--- config.mk ---
export PLATFORM = sky130hd
export DESIGN_NAME = metering_frame_receiver
export DESIGN_NICKNAME = d
export VERILOG_FILES = /design/src/rtl/core/mfr_pkg.sv /design/src/rtl/core/mfr_front.sv /design/src/rtl/core/mfr_queue.sv /design/src/rtl/core/mfr_back.sv /design/src/rtl/core/metering_frame_receiver.sv
export SDC_FILE = /design/constraint.sdc
export NUM_CORES = 1
export LEC_CHECK = 0
export ABC_AREA = 1
export ABC_CLOCK_PERIOD_IN_PS = 3800
export BUFFER_PORTS_ARGS = -buffer_cell sky130_fd_sc_hd__buf_2
export CAP_MARGIN = 20
export CORE_UTILIZATION = 55
export DETAILED_ROUTE_END_ITERATION = 8
export PLACE_DENSITY = 0.76
export SETUP_SLACK_MARGIN = 0.05
export SLEW_MARGIN = 20
export SYNTH_ARGS = -nofsm -noshare
export SYNTH_HDL_FRONTEND = slang
export SYNTH_SLANG_ARGS = --single-unit
--- constraint.sdc ---
create_clock -name clk -period 3.8 [get_ports clk]
set_input_delay 0.76 -clock clk [delete_from_list [all_inputs] [get_ports clk]]
set_output_delay 0.76 -clock clk [all_outputs]
set_load 0.05 [all_outputs]
--- src/rtl/core/mfr_pkg.sv ---
// Shared types and constants of the metering frame receiver.
package mfr_pkg;

	// Frame layout
	localparam int unsigned ADDRESS_BYTES = 7;
	localparam int unsigned ADDR_CNT_W = 3;
	localparam logic [ADDR_CNT_W-1:0] ADDR_LAST = ADDR_CNT_W'(ADDRESS_BYTES - 1);

	// Result queue between front and back
	localparam int unsigned QUEUE_DEPTH = 4;
	localparam int unsigned QPTR_W = $clog2(QUEUE_DEPTH);
	localparam int unsigned QCNT_W = $clog2(QUEUE_DEPTH + 1);

	// Configuration
	localparam int unsigned CFG_INDEX_W = 2;
	localparam int unsigned CFG_DATA_W = 32;
	localparam logic [CFG_INDEX_W-1:0] CFG_START_MARK = 2'd0;
	localparam logic [CFG_INDEX_W-1:0] CFG_END_MARK = 2'd1;
	localparam logic [CFG_INDEX_W-1:0] CFG_TIMEOUT = 2'd2;

	localparam logic [7:0] START_MARK_RST = 8'd104;
	localparam logic [7:0] END_MARK_RST = 8'd22;
	localparam logic [31:0] TIMEOUT_RST = 32'd100;

	// Input command
	localparam logic CMD_BYTE = 1'b0;
	localparam logic CMD_TICK = 1'b1;

	typedef enum logic [3:0] {
		FK_START = 4'd0,
		FK_TYPE = 4'd1,
		FK_ADDR = 4'd2,
		FK_CTRL = 4'd3,
		FK_LEN = 4'd4,
		FK_DATA = 4'd5,
		FK_SUM = 4'd6,
		FK_END = 4'd7,
		FK_ABORT = 4'd8
	} field_kind_t;

	typedef enum logic [2:0] {
		ST_BUSY = 3'd0,
		ST_GOOD = 3'd1,
		ST_SUM_BAD = 3'd2,
		ST_END_BAD = 3'd3,
		ST_TIMEOUT = 3'd4
	} frame_status_t;

	typedef enum logic [7:0] {
		PH_HUNT = 8'b0000_0001,
		PH_TYPE = 8'b0000_0010,
		PH_ADDR = 8'b0000_0100,
		PH_CTRL = 8'b0000_1000,
		PH_LEN = 8'b0001_0000,
		PH_DATA = 8'b0010_0000,
		PH_SUM = 8'b0100_0000,
		PH_END = 8'b1000_0000
	} phase_t;

	typedef struct packed {
		logic [7:0] open_byte;
		logic [7:0] close_byte;
		logic [31:0] timeout_ticks;
	} cfg_t;

	typedef struct packed {
		logic [7:0] out_byte;
		field_kind_t field_kind;
		frame_status_t frame_status;
		logic last;
	} result_t;

	typedef struct packed {
		logic [QCNT_W-1:0] count;
		logic full;
		logic empty;
	} queue_status_t;

endpackage

--- src/rtl/core/mfr_front.sv ---
// Front end: frame parser, checksum and idle timer; classifies each beat.
module mfr_front (
	input  logic clk,
	input  logic arst_n,
	input  logic accept,
	input  logic cmd,
	input  logic [7:0] rx_byte,
	input  mfr_pkg::cfg_t cfg,
	output logic res_valid,
	output mfr_pkg::result_t res
);

	mfr_pkg::phase_t phase_q, phase_d;
	logic [mfr_pkg::ADDR_CNT_W-1:0] addr_cnt_q, addr_cnt_d;
	logic [7:0] data_rem_q, data_rem_d;
	logic [7:0] sum_q, sum_d;
	logic [31:0] idle_q, idle_d;
	logic [31:0] idle_inc;
	logic [7:0] sum_add;

	assign idle_inc = (idle_q == '1) ? idle_q : idle_q + 32'd1;
	assign sum_add = sum_q + rx_byte;

	always_comb begin
		phase_d = phase_q;
		addr_cnt_d = addr_cnt_q;
		data_rem_d = data_rem_q;
		sum_d = sum_q;
		idle_d = idle_q;
		res_valid = 1'b0;
		res.out_byte = rx_byte;
		res.field_kind = mfr_pkg::FK_START;
		res.frame_status = mfr_pkg::ST_BUSY;
		res.last = 1'b0;
		if (cmd == mfr_pkg::CMD_TICK) begin
			idle_d = idle_inc;
			if (idle_inc > cfg.timeout_ticks) begin
				idle_d = '0;
				if (phase_q != mfr_pkg::PH_HUNT) begin
					phase_d = mfr_pkg::PH_HUNT;
					addr_cnt_d = '0;
					data_rem_d = '0;
					sum_d = '0;
					res_valid = 1'b1;
					res.out_byte = '0;
					res.field_kind = mfr_pkg::FK_ABORT;
					res.frame_status = mfr_pkg::ST_TIMEOUT;
					res.last = 1'b1;
				end
			end
		end else begin
			idle_d = '0;
			sum_d = sum_add;
			res_valid = 1'b1;
			unique case (phase_q)
				mfr_pkg::PH_HUNT: begin
					if (rx_byte != cfg.open_byte) begin
						sum_d = '0;
						res_valid = 1'b0;
					end else begin
						sum_d = rx_byte;
						addr_cnt_d = '0;
						phase_d = mfr_pkg::PH_TYPE;
					end
				end
				mfr_pkg::PH_TYPE: begin
					res.field_kind = mfr_pkg::FK_TYPE;
					addr_cnt_d = '0;
					phase_d = mfr_pkg::PH_ADDR;
				end
				mfr_pkg::PH_ADDR: begin
					res.field_kind = mfr_pkg::FK_ADDR;
					if (addr_cnt_q >= mfr_pkg::ADDR_LAST) begin
						addr_cnt_d = '0;
						phase_d = mfr_pkg::PH_CTRL;
					end else begin
						addr_cnt_d = addr_cnt_q + 1'b1;
					end
				end
				mfr_pkg::PH_CTRL: begin
					res.field_kind = mfr_pkg::FK_CTRL;
					phase_d = mfr_pkg::PH_LEN;
				end
				mfr_pkg::PH_LEN: begin
					res.field_kind = mfr_pkg::FK_LEN;
					data_rem_d = rx_byte;
					phase_d = (rx_byte != 8'd0) ? mfr_pkg::PH_DATA : mfr_pkg::PH_SUM;
				end
				mfr_pkg::PH_DATA: begin
					res.field_kind = mfr_pkg::FK_DATA;
					data_rem_d = data_rem_q - 8'd1;
					if (data_rem_q == 8'd1) phase_d = mfr_pkg::PH_SUM;
				end
				mfr_pkg::PH_SUM: begin
					res.field_kind = mfr_pkg::FK_SUM;
					if (rx_byte != sum_q) begin
						phase_d = mfr_pkg::PH_HUNT;
						sum_d = '0;
						res.frame_status = mfr_pkg::ST_SUM_BAD;
						res.last = 1'b1;
					end else begin
						phase_d = mfr_pkg::PH_END;
					end
				end
				default: begin
					// end mark slot, also recovers from any stray code
					res.field_kind = mfr_pkg::FK_END;
					phase_d = mfr_pkg::PH_HUNT;
					sum_d = '0;
					addr_cnt_d = '0;
					data_rem_d = '0;
					res.last = 1'b1;
					res.frame_status = (rx_byte == cfg.close_byte) ?
						mfr_pkg::ST_GOOD : mfr_pkg::ST_END_BAD;
				end
			endcase
		end
	end

	always_ff @(posedge clk or negedge arst_n) begin
		if (!arst_n) begin
			phase_q <= mfr_pkg::PH_HUNT;
			addr_cnt_q <= '0;
			data_rem_q <= '0;
			sum_q <= '0;
			idle_q <= '0;
		end else if (accept) begin
			phase_q <= phase_d;
			addr_cnt_q <= addr_cnt_d;
			data_rem_q <= data_rem_d;
			sum_q <= sum_d;
			idle_q <= idle_d;
		end
	end

endmodule

--- src/rtl/core/mfr_queue.sv ---
// Small result FIFO that decouples the parser from the output stage.
module mfr_queue (
	input  logic clk,
	input  logic arst_n,
	input  logic push,
	input  mfr_pkg::result_t push_data,
	input  logic pop,
	output mfr_pkg::result_t head,
	output mfr_pkg::queue_status_t status
);

	mfr_pkg::result_t mem_q [mfr_pkg::QUEUE_DEPTH];
	logic [mfr_pkg::QPTR_W-1:0] wr_ptr_q, rd_ptr_q;
	logic [mfr_pkg::QCNT_W-1:0] count_q;
	logic do_push, do_pop;

	assign status.count = count_q;
	assign status.full = (count_q == mfr_pkg::QCNT_W'(mfr_pkg::QUEUE_DEPTH));
	assign status.empty = (count_q == '0);
	assign do_push = push && !status.full;
	assign do_pop = pop && !status.empty;
	assign head = mem_q[rd_ptr_q];

	always_ff @(posedge clk) begin
		if (do_push) mem_q[wr_ptr_q] <= push_data;
	end

	always_ff @(posedge clk or negedge arst_n) begin
		if (!arst_n) begin
			wr_ptr_q <= '0;
			rd_ptr_q <= '0;
			count_q <= '0;
		end else begin
			if (do_push) wr_ptr_q <= wr_ptr_q + 1'b1;
			if (do_pop) rd_ptr_q <= rd_ptr_q + 1'b1;
			unique case ({do_push, do_pop})
				2'b10: count_q <= count_q + 1'b1;
				2'b01: count_q <= count_q - 1'b1;
				default: count_q <= count_q;
			endcase
		end
	end

endmodule

--- src/rtl/core/mfr_back.sv ---
// Back end: output register that presents one result beat at a time.
module mfr_back (
	input  logic clk,
	input  logic arst_n,
	input  logic q_empty,
	input  mfr_pkg::result_t q_head,
	output logic q_pop,
	output logic out_valid,
	input  logic out_ready,
	output mfr_pkg::result_t out_res
);

	logic valid_q;
	mfr_pkg::result_t res_q;

	// refill when the register is empty or its beat leaves this cycle
	assign q_pop = !q_empty && (!valid_q || out_ready);
	assign out_valid = valid_q;
	assign out_res = res_q;

	always_ff @(posedge clk or negedge arst_n) begin
		if (!arst_n) begin
			valid_q <= 1'b0;
		end else if (q_pop) begin
			valid_q <= 1'b1;
		end else if (out_ready) begin
			valid_q <= 1'b0;
		end
	end

	always_ff @(posedge clk) begin
		if (q_pop) res_q <= q_head;
	end

endmodule

--- src/rtl/core/metering_frame_receiver.sv ---
// Top level of the metering frame receiver: config registers, parser, queue, output stage.
//
//  channel | dir | handshake            | payload
//  --------+-----+----------------------+---------------------------------------------
//  in      | in  | in_valid / in_ready  | cmd, rx_byte
//  out     | out | out_valid / out_ready| out_byte, field_kind, frame_status, last
//  cfg     | in  | cfg_we (no wait)     | cfg_index, cfg_data
//
// One input beat per cycle while in_ready is high. A beat is parsed in the cycle it is
// taken; its result goes into the queue, then into the output register behind out_valid.
// in_ready drops only while the four-entry result queue is full, so a stalled
// consumer backs up the input after four results plus the one held at the output.
// Reset puts the parser in the hunt phase, empties the queue and loads the
// register defaults (start 104, end 22, timeout 100); no clearing pass.
module metering_frame_receiver (
	input  logic clk,
	input  logic arst_n,
	// configuration
	input  logic cfg_we,
	input  logic [mfr_pkg::CFG_INDEX_W-1:0] cfg_index,
	input  logic [mfr_pkg::CFG_DATA_W-1:0] cfg_data,
	// input channel
	input  logic in_valid,
	output logic in_ready,
	input  logic cmd,
	input  logic [7:0] rx_byte,
	// output channel
	output logic out_valid,
	input  logic out_ready,
	output logic [7:0] out_byte,
	output logic [3:0] field_kind,
	output logic [2:0] frame_status,
	output logic last
);

	mfr_pkg::cfg_t cfg_q;
	logic accept;
	logic res_valid;
	mfr_pkg::result_t res;
	mfr_pkg::result_t q_head;
	mfr_pkg::queue_status_t q_stat;
	logic q_pop;
	logic q_push;
	mfr_pkg::result_t out_res;

	// Register file; index 3 is unused and writes to it drop.
	always_ff @(posedge clk or negedge arst_n) begin
		if (!arst_n) begin
			cfg_q.open_byte <= mfr_pkg::START_MARK_RST;
			cfg_q.close_byte <= mfr_pkg::END_MARK_RST;
			cfg_q.timeout_ticks <= mfr_pkg::TIMEOUT_RST;
		end else if (cfg_we) begin
			unique case (cfg_index)
				mfr_pkg::CFG_START_MARK: cfg_q.open_byte <= cfg_data[7:0];
				mfr_pkg::CFG_END_MARK: cfg_q.close_byte <= cfg_data[7:0];
				mfr_pkg::CFG_TIMEOUT: cfg_q.timeout_ticks <= cfg_data;
				default: ;
			endcase
		end
	end

	// A beat is taken whenever the queue has room for its possible result.
	assign in_ready = !q_stat.full;
	assign accept = in_valid && in_ready;
	assign q_push = accept && res_valid;

	mfr_front u_front (
		.clk(clk),
		.arst_n(arst_n),
		.accept(accept),
		.cmd(cmd),
		.rx_byte(rx_byte),
		.cfg(cfg_q),
		.res_valid(res_valid),
		.res(res)
	);

	mfr_queue u_queue (
		.clk(clk),
		.arst_n(arst_n),
		.push(q_push),
		.push_data(res),
		.pop(q_pop),
		.head(q_head),
		.status(q_stat)
	);

	mfr_back u_back (
		.clk(clk),
		.arst_n(arst_n),
		.q_empty(q_stat.empty),
		.q_head(q_head),
		.q_pop(q_pop),
		.out_valid(out_valid),
		.out_ready(out_ready),
		.out_res(out_res)
	);

	assign out_byte = out_res.out_byte;
	assign field_kind = out_res.field_kind;
	assign frame_status = out_res.frame_status;
	assign last = out_res.last;

	// A frame-ending beat always carries a final status, and only it does.
	a_last_status: assert property (@(posedge clk) disable iff (!arst_n)
		out_valid |-> (last == (frame_status != mfr_pkg::ST_BUSY)))
		else $error("last and frame status disagree");

	// Timeout status appears exactly on abort beats.
	a_abort_kind: assert property (@(posedge clk) disable iff (!arst_n)
		out_valid |-> ((field_kind == mfr_pkg::FK_ABORT) ==
			(frame_status == mfr_pkg::ST_TIMEOUT)))
		else $error("abort kind without timeout status");

	// Queue occupancy tracks a lone push.
	a_queue_fill: assert property (@(posedge clk) disable iff (!arst_n)
		(q_push && !q_pop) |=> (q_stat.count == $past(q_stat.count) + 1'b1))
		else $error("queue count did not follow push");

endmodule
==> results of run 1 <==
[registers in the layout, indices dropped and copies added, names as in the netlist, 3 cells and up]
name / flops
u_front.idle_q: 32
cfg_q: 48
u_queue.count_q: 3
u_queue.mem_q: 60
u_front.addr_cnt_q: 3
u_front.phase_q: 8
u_front.sum_q: 8
u_front.data_rem_q: 8
u_back.out_res: 15
[final timing paths]
check / cells after the start / slack [ps] / end / startpoint
max reg2reg: 23 / 40 / u_queue.count_q[2] / u_front.idle_q[6]
max: 23 / 40 / u_queue.count_q[2] / u_front.idle_q[6]
min: 1 / 410 / cfg_q[29] / arst_n
min reg2reg: 2 / 490 / u_queue.count_q[1] / u_queue.count_q[1]
max in group asynchronous: 2 / 2510 / u_front.phase_q[0] / arst_n
min in group clk: 2 / 490 / u_queue.count_q[1] / u_queue.count_q[1]
[cell type report]
class / count / share of cell area
sequential: 190 / 0.421
multi-input combinational: 852 / 0.402
timing repair buffer: 125 / 0.0669
inverter: 127 / 0.0390
clock buffer: 17 / 0.0348
tap: 229 / 0.0234
clock inverter: 14 / 0.0136
[Yosys cell counts, types with 4 or more instances]
cell type | count | share of area
nand2_1 | 355 | 0.13
nor2_1 | 127 | 0.046
inv_1 | 112 | 0.041
dfrtp_1 | 105 | 0.25
edfxtp_1 | 75 | 0.22
o21ai_0 | 65 | 0.031
ha_1 | 48 | 0.058
a21oi_1 | 42 | 0.020
nand3_1 | 36 | 0.017
xor2_1 | 30 | 0.025
xnor2_1 | 26 | 0.022
o22ai_1 | 21 | 0.013
clkbuf_1 | 20 | 0.0073
inv_2 | 15 | 0.0054
nand2_2 | 14 | 0.0085
nand4_1 | 14 | 0.0085
nor3_1 | 12 | 0.0058
dfstp_2 | 10 | 0.025
nor4_1 | 9 | 0.0054
buf_4 | 6 | 0.0044
nor2_2 | 6 | 0.0036
nor2_4 | 6 | 0.0065
o21ai_2 | 6 | 0.0051
buf_2 | 5 | 0.0024
nor3_2 | 4 | 0.0039
o21ai_1 | 4 | 0.0019
[routing by layer]
metal  vias up  part of all wire  track usage
li1       4143                 -            -
met1      4032              0.45        0.335
met2       246              0.49        0.415
met3        56             0.042       0.0366
met4         0             0.024       0.0953
met5         -                 0            0
[worst max-delay path, stage by stage (launching register included)]
cell and delay [ps]:
dfrtp_1 400, buf_4 140, nand2_1 120, nor2_2 200
nand2_1 160, nor3_2 240, xnor2_1 150, nand2_1 110
ha_1 310, a21oi_1 130, nor2_1 50, nor2_1 90
nand3_1 100, a21oi_2 210, nand2_2 90, nand2_2 80
nand2_2 50, nand2_2 90, ha_4 130, inv_2 50
fa_2 400, a21oi_2 120, o21ai_1 80, xor2_1 140
[where the power goes]
| group | total (mW) | switching [mW] | internal [mW] |
|---|---|---|---|
| clock network | 1.75 | 0.873 | 0.882 |
| logic | 2.44 | 1.68 | 0.755 |
| registers | 2.77 | 0.174 | 2.60 |
[through the flow]
| stage | setup slack (ps) | power, mW | hold WS (ps) | std cells | area [sq um] |
|---|---|---|---|---|---|
| floorplan | 105 | 4.54 | 446 | 1201 | 10300 |
| global route | -146 | 7.37 | 466 | 1554 | 12200 |
| detailed placement | -29.0 | 5.12 | 470 | 1496 | 11100 |
| CTS | 56.2 | 6.87 | 433 | 1531 | 11700 |
| finish | 42.3 | 6.97 | 405 | 1554 | 12200 |
| global placement | 12.2 | 5.05 | 462 | 1495 | 11100 |
[timing repair]
action	CTS	global route
setup buffers	3	21
gates resized for setup	4	82
pin swaps	3	35
setup endpoints to repair	1	84
gates cloned	1	2
[cells by family (layout without fill, tap and decap cells)]
family                   after synthesis  after routing
AO/OA/AOI/OAI                        146            146
XOR/XNOR                              56             56
adder cells (fa/ha/maj)               50             50
buffers and inverters                160            283
flip-flops                           190            190
multiplexers                           1              1
AND/OR/NAND/NOR                      598            599
==> results.cfg, run 1 <==
[run_status]
status = complete, but fails checks
violations = design-rule violations

[yosys]
synth_compound_area_frac = 0.0774
synth_top_family_by_area = simple AND/OR/NAND/NOR gates
synth-simple-area-share = 0.253
ys_seq_area_frac = 0.497
synthAdderAreaFrac = 0.0619
avgSynthCellArea_sq_um = 8.62
ys_ff_latch = 190
synth_edf_count = 75
ys_dominant_reg_cell = dfrtp_1
synthArstFlopShare = 0.605
synth_nets = 1299
synth_warnings = 0
syn_area_sq_mm = 0.0103
synthMuxAreaShare = 0.000967
syn_inst = 1201
synth-xor-area-share = 0.0474
ys_types = 44

[cts]
cts_buffers = 17
clkSinkCount = 190
clk_pin_slew_worst_paths_ps = 70
htree_levels = 4
cts_buffer_depth = 2
cts_tree = done
cts_hold_buf = 0
clk_latency_ps = 450
cts-root-buf = clkbuf_16

[setup_path]
critPathMaxFanout = 4
startpoint_type = flip-flop
worstPathRequired_ps = 4120
cp.arrival_ps = 4080
end_kind = flip-flop
path_class = reg2reg

[cells_and_area]
num-nets-final = 1411
layout_commonest_cell = nand2_1
syn_to_final_growth_pct = 18.2
n_antenna_cell = 0
multi_input_area_sq_mm = 0.00491
layout_common_cells = nand2_1 (342), inv_1 (110), nor2_1 (109)
fin_util = 0.672
drive_above_1_share = 0.226
seqCellArea_sq_mm = 0.00514
fillCellCount = 1368

[place]
numPortBuffers = 65
gp_congestion = 0.963
place_hpwl_mm = 16.3

[drt]
route.detailed.drc = 5
dr.pass1.iters = 8
first_iter_violations = 737
wirelength_mm = 24.2
ant_nets = 0
vias_per_cell = 5.45
detail_route.wl_per_cell_um = 15.6
num_vias = 8477

[global_route]
grt_max_degree = 63
grt_usage = 0.251
antenna_found_initial = 0
grt_pass1_wl_mm = 38.8
grt_pass1_vias = 8001
grt_overflow_total = 0

[die]
rows = 49
dieArea_sq_mm = 0.0194
core_sq_mm = 0.0182
io-pin-count = 66
die_y_um = 139
fp.dieW_um = 139
initial_core_util = 0.568

[flow_run]
drv_cap = 0

[sta]
setup_viol = 0
tns_ps = 0
fin_crit_ps = 3760
worst_slew_pin_slew_ps = 823
clock_skew_ps = 12.5
fmax_ghz = 0.266
post-route-period-util = 0.989
rsz0062_at_grt = true
slew-limit-headroom = 0.452
hold_viol = 0
slew_violations = 0

[pwr]
pwr_density_cell_mw_per_mm2 = 570
p_leak_nw = 5.87
ir_drop_uv = 377

[min_path]
min_path_type = in2async
Note: power is estimated with default switching activity, not from simulation.
==> inputs of run 2 (changes only) <==
--- a/config.mk
+++ b/config.mk
@@ -6,12 +6,13 @@
 export NUM_CORES = 1
 export LEC_CHECK = 0
 export ABC_AREA = 1
-export ABC_CLOCK_PERIOD_IN_PS = 3800
+export ABC_CLOCK_PERIOD_IN_PS = 4500
 export BUFFER_PORTS_ARGS = -buffer_cell sky130_fd_sc_hd__buf_2
 export CAP_MARGIN = 20
-export CORE_UTILIZATION = 55
+export CORE_UTILIZATION = 60
+export CTS_CLUSTER_DIAMETER = 30
 export DETAILED_ROUTE_END_ITERATION = 8
-export PLACE_DENSITY = 0.76
+export PLACE_DENSITY = 0.79
 export SETUP_SLACK_MARGIN = 0.05
 export SLEW_MARGIN = 20
 export SYNTH_ARGS = -nofsm -noshare
==> constraint.sdc (replaced) <==
create_clock -name clk -period 4.5 [get_ports clk]
set_input_delay 0.9 -clock clk [delete_from_list [all_inputs] [get_ports clk]]
set_output_delay 0.9 -clock clk [all_outputs]
set_load 0.05 [all_outputs]
==> run 2 against run 1 <==
The run now ends clean; non-clock buffer count is 46 lower; critical path depth is 6 higher; final cell count is 3.5% lower; highest routed layer unchanged.
==> results.cfg, run 2 (synthesis results as in run 1) <==
[die]
fp.dieW_um = 133
die_y_um = 133
io-pin-count = 66
dieArea_sq_mm = 0.0178
core_sq_mm = 0.0167
initial_core_util = 0.620
rows = 47

[cts]
cts_tree = done
clkSinkCount = 190
cts_hold_buf = 0
cts-root-buf = clkbuf_16
cts_buffer_depth = 2
clk_latency_ps = 440
htree_levels = 4
cts_buffers = 17
clk_pin_slew_worst_paths_ps = 70

[cells_and_area]
num-nets-final = 1364
layout_common_cells = nand2_1 (355), nor2_1 (126), inv_1 (112)
drive_above_1_share = 0.149
largest_reg_flops = 60
syn_to_final_growth_pct = 11.3
regMostFlops = u_queue.mem_q
layout_commonest_cell = nand2_1
n_antenna_cell = 0
top_regs = u_queue.mem_q x60, cfg_q x48, u_front.idle_q x32
fin_util = 0.690

[global_route]
antenna_found_initial = 0
grt_usage = 0.272
grt_pass1_vias = 7778
grt_max_degree = 65
grt_overflow_total = 0
grt_pass1_wl_mm = 38.1

[sta]
fin_crit_ps = 4080
hold_viol = 0
tns_ps = 0
slew_violations = 0
clock_skew_ps = 10.4
rsz0062_at_grt = false
fmax_ghz = 0.245
setup_viol = 0
worst_slew_pin_slew_ps = 1000
post-route-period-util = 0.906
slew-limit-headroom = 0.333
fin_ws_ps = 421

[place]
place_hpwl_mm = 16.2
numPortBuffers = 65
gp_congestion = 0.932
post-place-ws_ps = 300

[setup_path]
worstPathRequired_ps = 4810
critPathMaxFanout = 14
crit_slowest_cell = dfrtp_2
r2r-start = u_front.idle_q[0]
worstRegToRegCells = 29
cpMostUsedCell = nand2_1
end_kind = flip-flop
path_class = reg2reg
critical_path_buf_inv_count = 3
r2r_end = u_queue.count_q[2]
startpoint_type = flip-flop
cp.arrival_ps = 4390
cpPeakStageDelay_ps = 410
path_delay_family = simple AND/OR/NAND/NOR gates
reg2reg_slack_ps = 420
path_depth = 29

[drt]
num_vias = 8098
vias_per_cell = 5.40
dr.pass1.iters = 5
wirelength_mm = 22.6
first_iter_violations = 632
route.detailed.drc = 0
detail_route.wl_per_cell_um = 15.1
ant_nets = 0

[pwr]
finalPower_mw = 5.77
pwr_density_cell_mw_per_mm2 = 501
p_leak_nw = 5.57
ir_drop_uv = 370

[run_status]
status = completed

[min_path]
min_path_type = reg2reg
whs_path_depth = 2
worstHoldStart = cfg_q[1]
holdPathEnd = cfg_q[1]

[flow_run]
drv_cap = 0
-- run 2: cell types whose count changed in the layout (fill, tap and decap cells not counted), sizes merged --
| cell | before | now |
|---|---|---|
| clkbuf | 17 | 19 |
| clkinv | 7 | 2 |
| clkinvlp | 1 | 5 |
| buf | 125 | 79 |
| nand4 | 18 | 17 |
-- run 2: final cells by class --
cell class	count	area [sq um]
Inverter	127	477
Sequential cell	190	5140
Timing Repair Buffer	79	453
Clock buffer	19	453
Clock inverter	13	125
Tap cell	220	275
Multi-Input combinational cell	851	4590
Fill cell	1339	5180
-- run 2: worst reg2reg max path, delay by kind of cell, from the launching register on --
family	cells	cell delay (ps)
and+or+nand+nor	18	1550
adders and majority gates	4	1030
DFF	1	410
buffers and inverters	3	350
AOI/OAI and AO/OA	2	300
xor gates and xnor gates	1	160
muxes	1	150
-- run 2: per-stage QoR --
| stage | hold WS, ps | area, sq um | cells |
|---|---|---|---|
| after floorplan | 446 | 10300 | 1201 |
| after global placement | 466 | 10900 | 1463 |
| after detailed placement | 474 | 10900 | 1463 |
| after CTS | 491 | 11500 | 1495 |
| after global routing | 514 | 11500 | 1499 |
| final | 487 | 11500 | 1499 |
-- run 2: worst max-delay path by stage --
stage,endpoint,slack [ps],startpoint
after floorplan,u_queue.count_q[2],800,u_front.idle_q[0]
after global placement,u_queue.count_q[2],480,u_front.idle_q[0]
after detailed placement,u_queue.count_q[2],300,u_front.idle_q[0]
after CTS,u_queue.count_q[2],250,u_front.idle_q[0]
after global routing,u_queue.count_q[2],60,u_front.idle_q[0]
final,u_queue.count_q[2],420,u_front.idle_q[0]
-- run 2: layer usage --
| layer | wire length, um | global-route usage |
|---|---|---|
| met1 | 10200 | 0.371 |
| met2 | 11100 | 0.457 |
| met3 | 1050 | 0.0381 |
| met4 | 288 | 0.0777 |
| met5 | 0 | 0 |
-- run 2: what timing repair did --
action | 4_1_cts | 5_1_grt
resized for setup | 0 | 5
setup buffers | 0 | 4
endpoints found under the setup margin | 0 | 1
-- run 2: power by group --
part           leakage [nW]  switching (mW)  internal [mW]
clock                 0.269           0.709          0.759
sequential             2.15           0.202           2.20
combinational          3.16            1.35          0.553
total                  5.57            2.26           3.51
==> inputs of run 3 (changes only) <==
--- a/config.mk
+++ b/config.mk
@@ -9,12 +9,12 @@
 export ABC_CLOCK_PERIOD_IN_PS = 4500
 export BUFFER_PORTS_ARGS = -buffer_cell sky130_fd_sc_hd__buf_2
 export CAP_MARGIN = 20
-export CORE_UTILIZATION = 60
+export CORE_UTILIZATION = 41
 export CTS_CLUSTER_DIAMETER = 30
 export DETAILED_ROUTE_END_ITERATION = 8
-export PLACE_DENSITY = 0.79
 export SETUP_SLACK_MARGIN = 0.05
 export SLEW_MARGIN = 20
 export SYNTH_ARGS = -nofsm -noshare
 export SYNTH_HDL_FRONTEND = slang
 export SYNTH_SLANG_ARGS = --single-unit
+export TNS_END_PERCENT = 20
==> run 3 against run 2 <==
First-iteration DRC count decreased by 18%; maximum frequency increased by 2.0%; count of clock-buffer cells in the layout decreased by 2; sequential power decreased by 2%.
==> results.cfg, run 3 (synthesis results as in run 1) <==
[die]
dieArea_sq_mm = 0.0259
core_sq_mm = 0.0245
fp.dieW_um = 161
io-pin-count = 66
initial_core_util = 0.422
die_y_um = 161
rows = 57

[pwr]
power_switching_mw = 2.32
p_int_mw = 3.52
pwr-share-comb = 0.330
pwr_density_cell_mw_per_mm2 = 499
ir_drop_uv = 266
pwr-share-clk = 0.270
p_leak_nw = 5.62
seq_power_share = 0.400
p_sw_frac = 0.397

[cts]
cts_hold_buf = 0
clk_latency_ps = 450
clkSinkCount = 190
htree_levels = 4
cts_tree = done
cts_buffer_depth = 2
cts_buffers = 17
clk_pin_slew_worst_paths_ps = 90
cts_resized = 0
cts-root-buf = clkbuf_16

[sta]
setup_viol = 0
worst_slew_pin_slew_ps = 889
hold_viol = 0
fin_crit_ps = 4000
tns_ps = 0
clock_skew_ps = 21.2
post-route-period-util = 0.889
slew-limit-headroom = 0.407
rsz0062_at_grt = false
fmax_ghz = 0.250
slew_violations = 0

[place]
place_hpwl_mm = 16.6
place_inst = 1572
placed_area_sq_mm = 0.0110
numPortBuffers = 65
gp_congestion = 0.889

[cells_and_area]
fin_cells = 1610
syn_to_final_growth_pct = 13.3
num-nets-final = 1371
multi_input_area_sq_mm = 0.00458
layout_commonest_cell = nand2_1
drive_above_1_share = 0.152
final_cell_area_sq_mm = 0.0117
regMostFlops = u_queue.mem_q
fillCellCount = 2416
seqCellArea_sq_mm = 0.00514
top_regs = u_queue.mem_q x60, cfg_q x48, u_front.idle_q x32
layout_common_cells = nand2_1 (355), nor2_1 (126), inv_1 (112)
largest_reg_flops = 60
n_antenna_cell = 0

[setup_path]
cp.arrival_ps = 4320
startpoint_type = flip-flop
path_class = reg2reg
critPathMaxFanout = 7
end_kind = flip-flop
worstRegToRegCells = 24
worstPathRequired_ps = 4820

[global_route]
grt_max_degree = 65
grt_pass1_vias = 7660
grt_overflow_total = 0
grt_usage = 0.189
grt_pass1_wl_mm = 38.7
antenna_found_initial = 0

[drt]
first_iter_violations = 518
wl_met3_um = 807
ant_nets = 0
wirelength_mm = 23.3
vias_per_cell = 4.98
wirelength_met1_mm = 11.2
route.detailed.drc = 0
dr.pass1.iters = 5
top_layer_used = met4
num_vias = 8017
wl_met2_mm = 10.9
detail_route.wl_per_cell_um = 14.5

[flow_run]
drv_cap = 0

[min_path]
min_path_type = reg2reg
whs_path_depth = 2

[run_status]
status = completed
## run 3: cell type report
cell class / instances / share of cell area
inverters: 127 / 0.0407
multi-input cells: 851 / 0.390
repair buffers: 86 / 0.0425
clock buffers: 17 / 0.0363
well taps: 324 / 0.0346
clock inverters: 15 / 0.0168
flip-flops and latches: 190 / 0.439
## run 3: per-layer routing
metal	GRT usage	up-vias
li1	-	4040
met4	0.0600	0
met2	0.300	161
met3	0.0302	33
met1	0.262	3783
met5	0	-
## run 3: power by group through the flow
stage	clock, mW	sequential, mW	combinational [mW]
detailed placement	0	2.37	1.95
global route	1.67	2.37	2.16
floorplan	0	2.62	1.21
finish	1.58	2.34	1.93
CTS	1.61	2.34	1.95
global placement	0	2.37	1.91
## run 3: through the flow
stage / utilization / total power [mW] / hold WS (ps) / worst slack, ps
after global routing: 0.478 / 6.21 / 513 / 101
after CTS: 0.475 / 5.90 / 492 / 351
after floorplan: - / 3.84 / 446 / 805
final: 0.478 / 5.84 / 487 / 500
after detailed placement: 0.450 / 4.32 / 471 / 359
after global placement: 0.450 / 4.28 / 459 / 457
## run 3: worst max-delay path, cell delays in order, from the launching register on
cell	delay [ps]
dfrtp_1	420
inv_2	100
nor3_2	260
nand2_2	150
nor2_4	130
inv_2	60
nor2_2	170
nand2_1	100
xor2_1	170
nand2_1	100
ha_1	300
nand2_1	70
nor2_1	130
nand2_1	100
nor2_1	210
nand2_1	100
nand2_1	70
nand2_1	70
nand2_2	150
ha_1	170
inv_1	60
fa_1	370
a21oi_1	150
o21ai_0	110
xor2_1	150
## run 3: path summary, 6_finish.rpt
path | from | end | slack (ps)
setup / recovery | u_front.idle_q[3] | u_queue.count_q[2] | 500
hold / removal | u_front.sum_q[0] | u_front.sum_q[0] | 490
setup reg to reg | u_front.idle_q[3] | u_queue.count_q[2] | 500
hold reg to reg | u_front.sum_q[0] | u_front.sum_q[0] | 490
max in group asynchronous | arst_n | cfg_q[5] | 3020
min in group asynchronous | arst_n | cfg_q[16] | 530
## run 3: repair_timing
item,in CTS,in global routing
buffers inserted,0,6
endpoints found under the setup margin,0,1
endpoints found under the hold margin,0,0
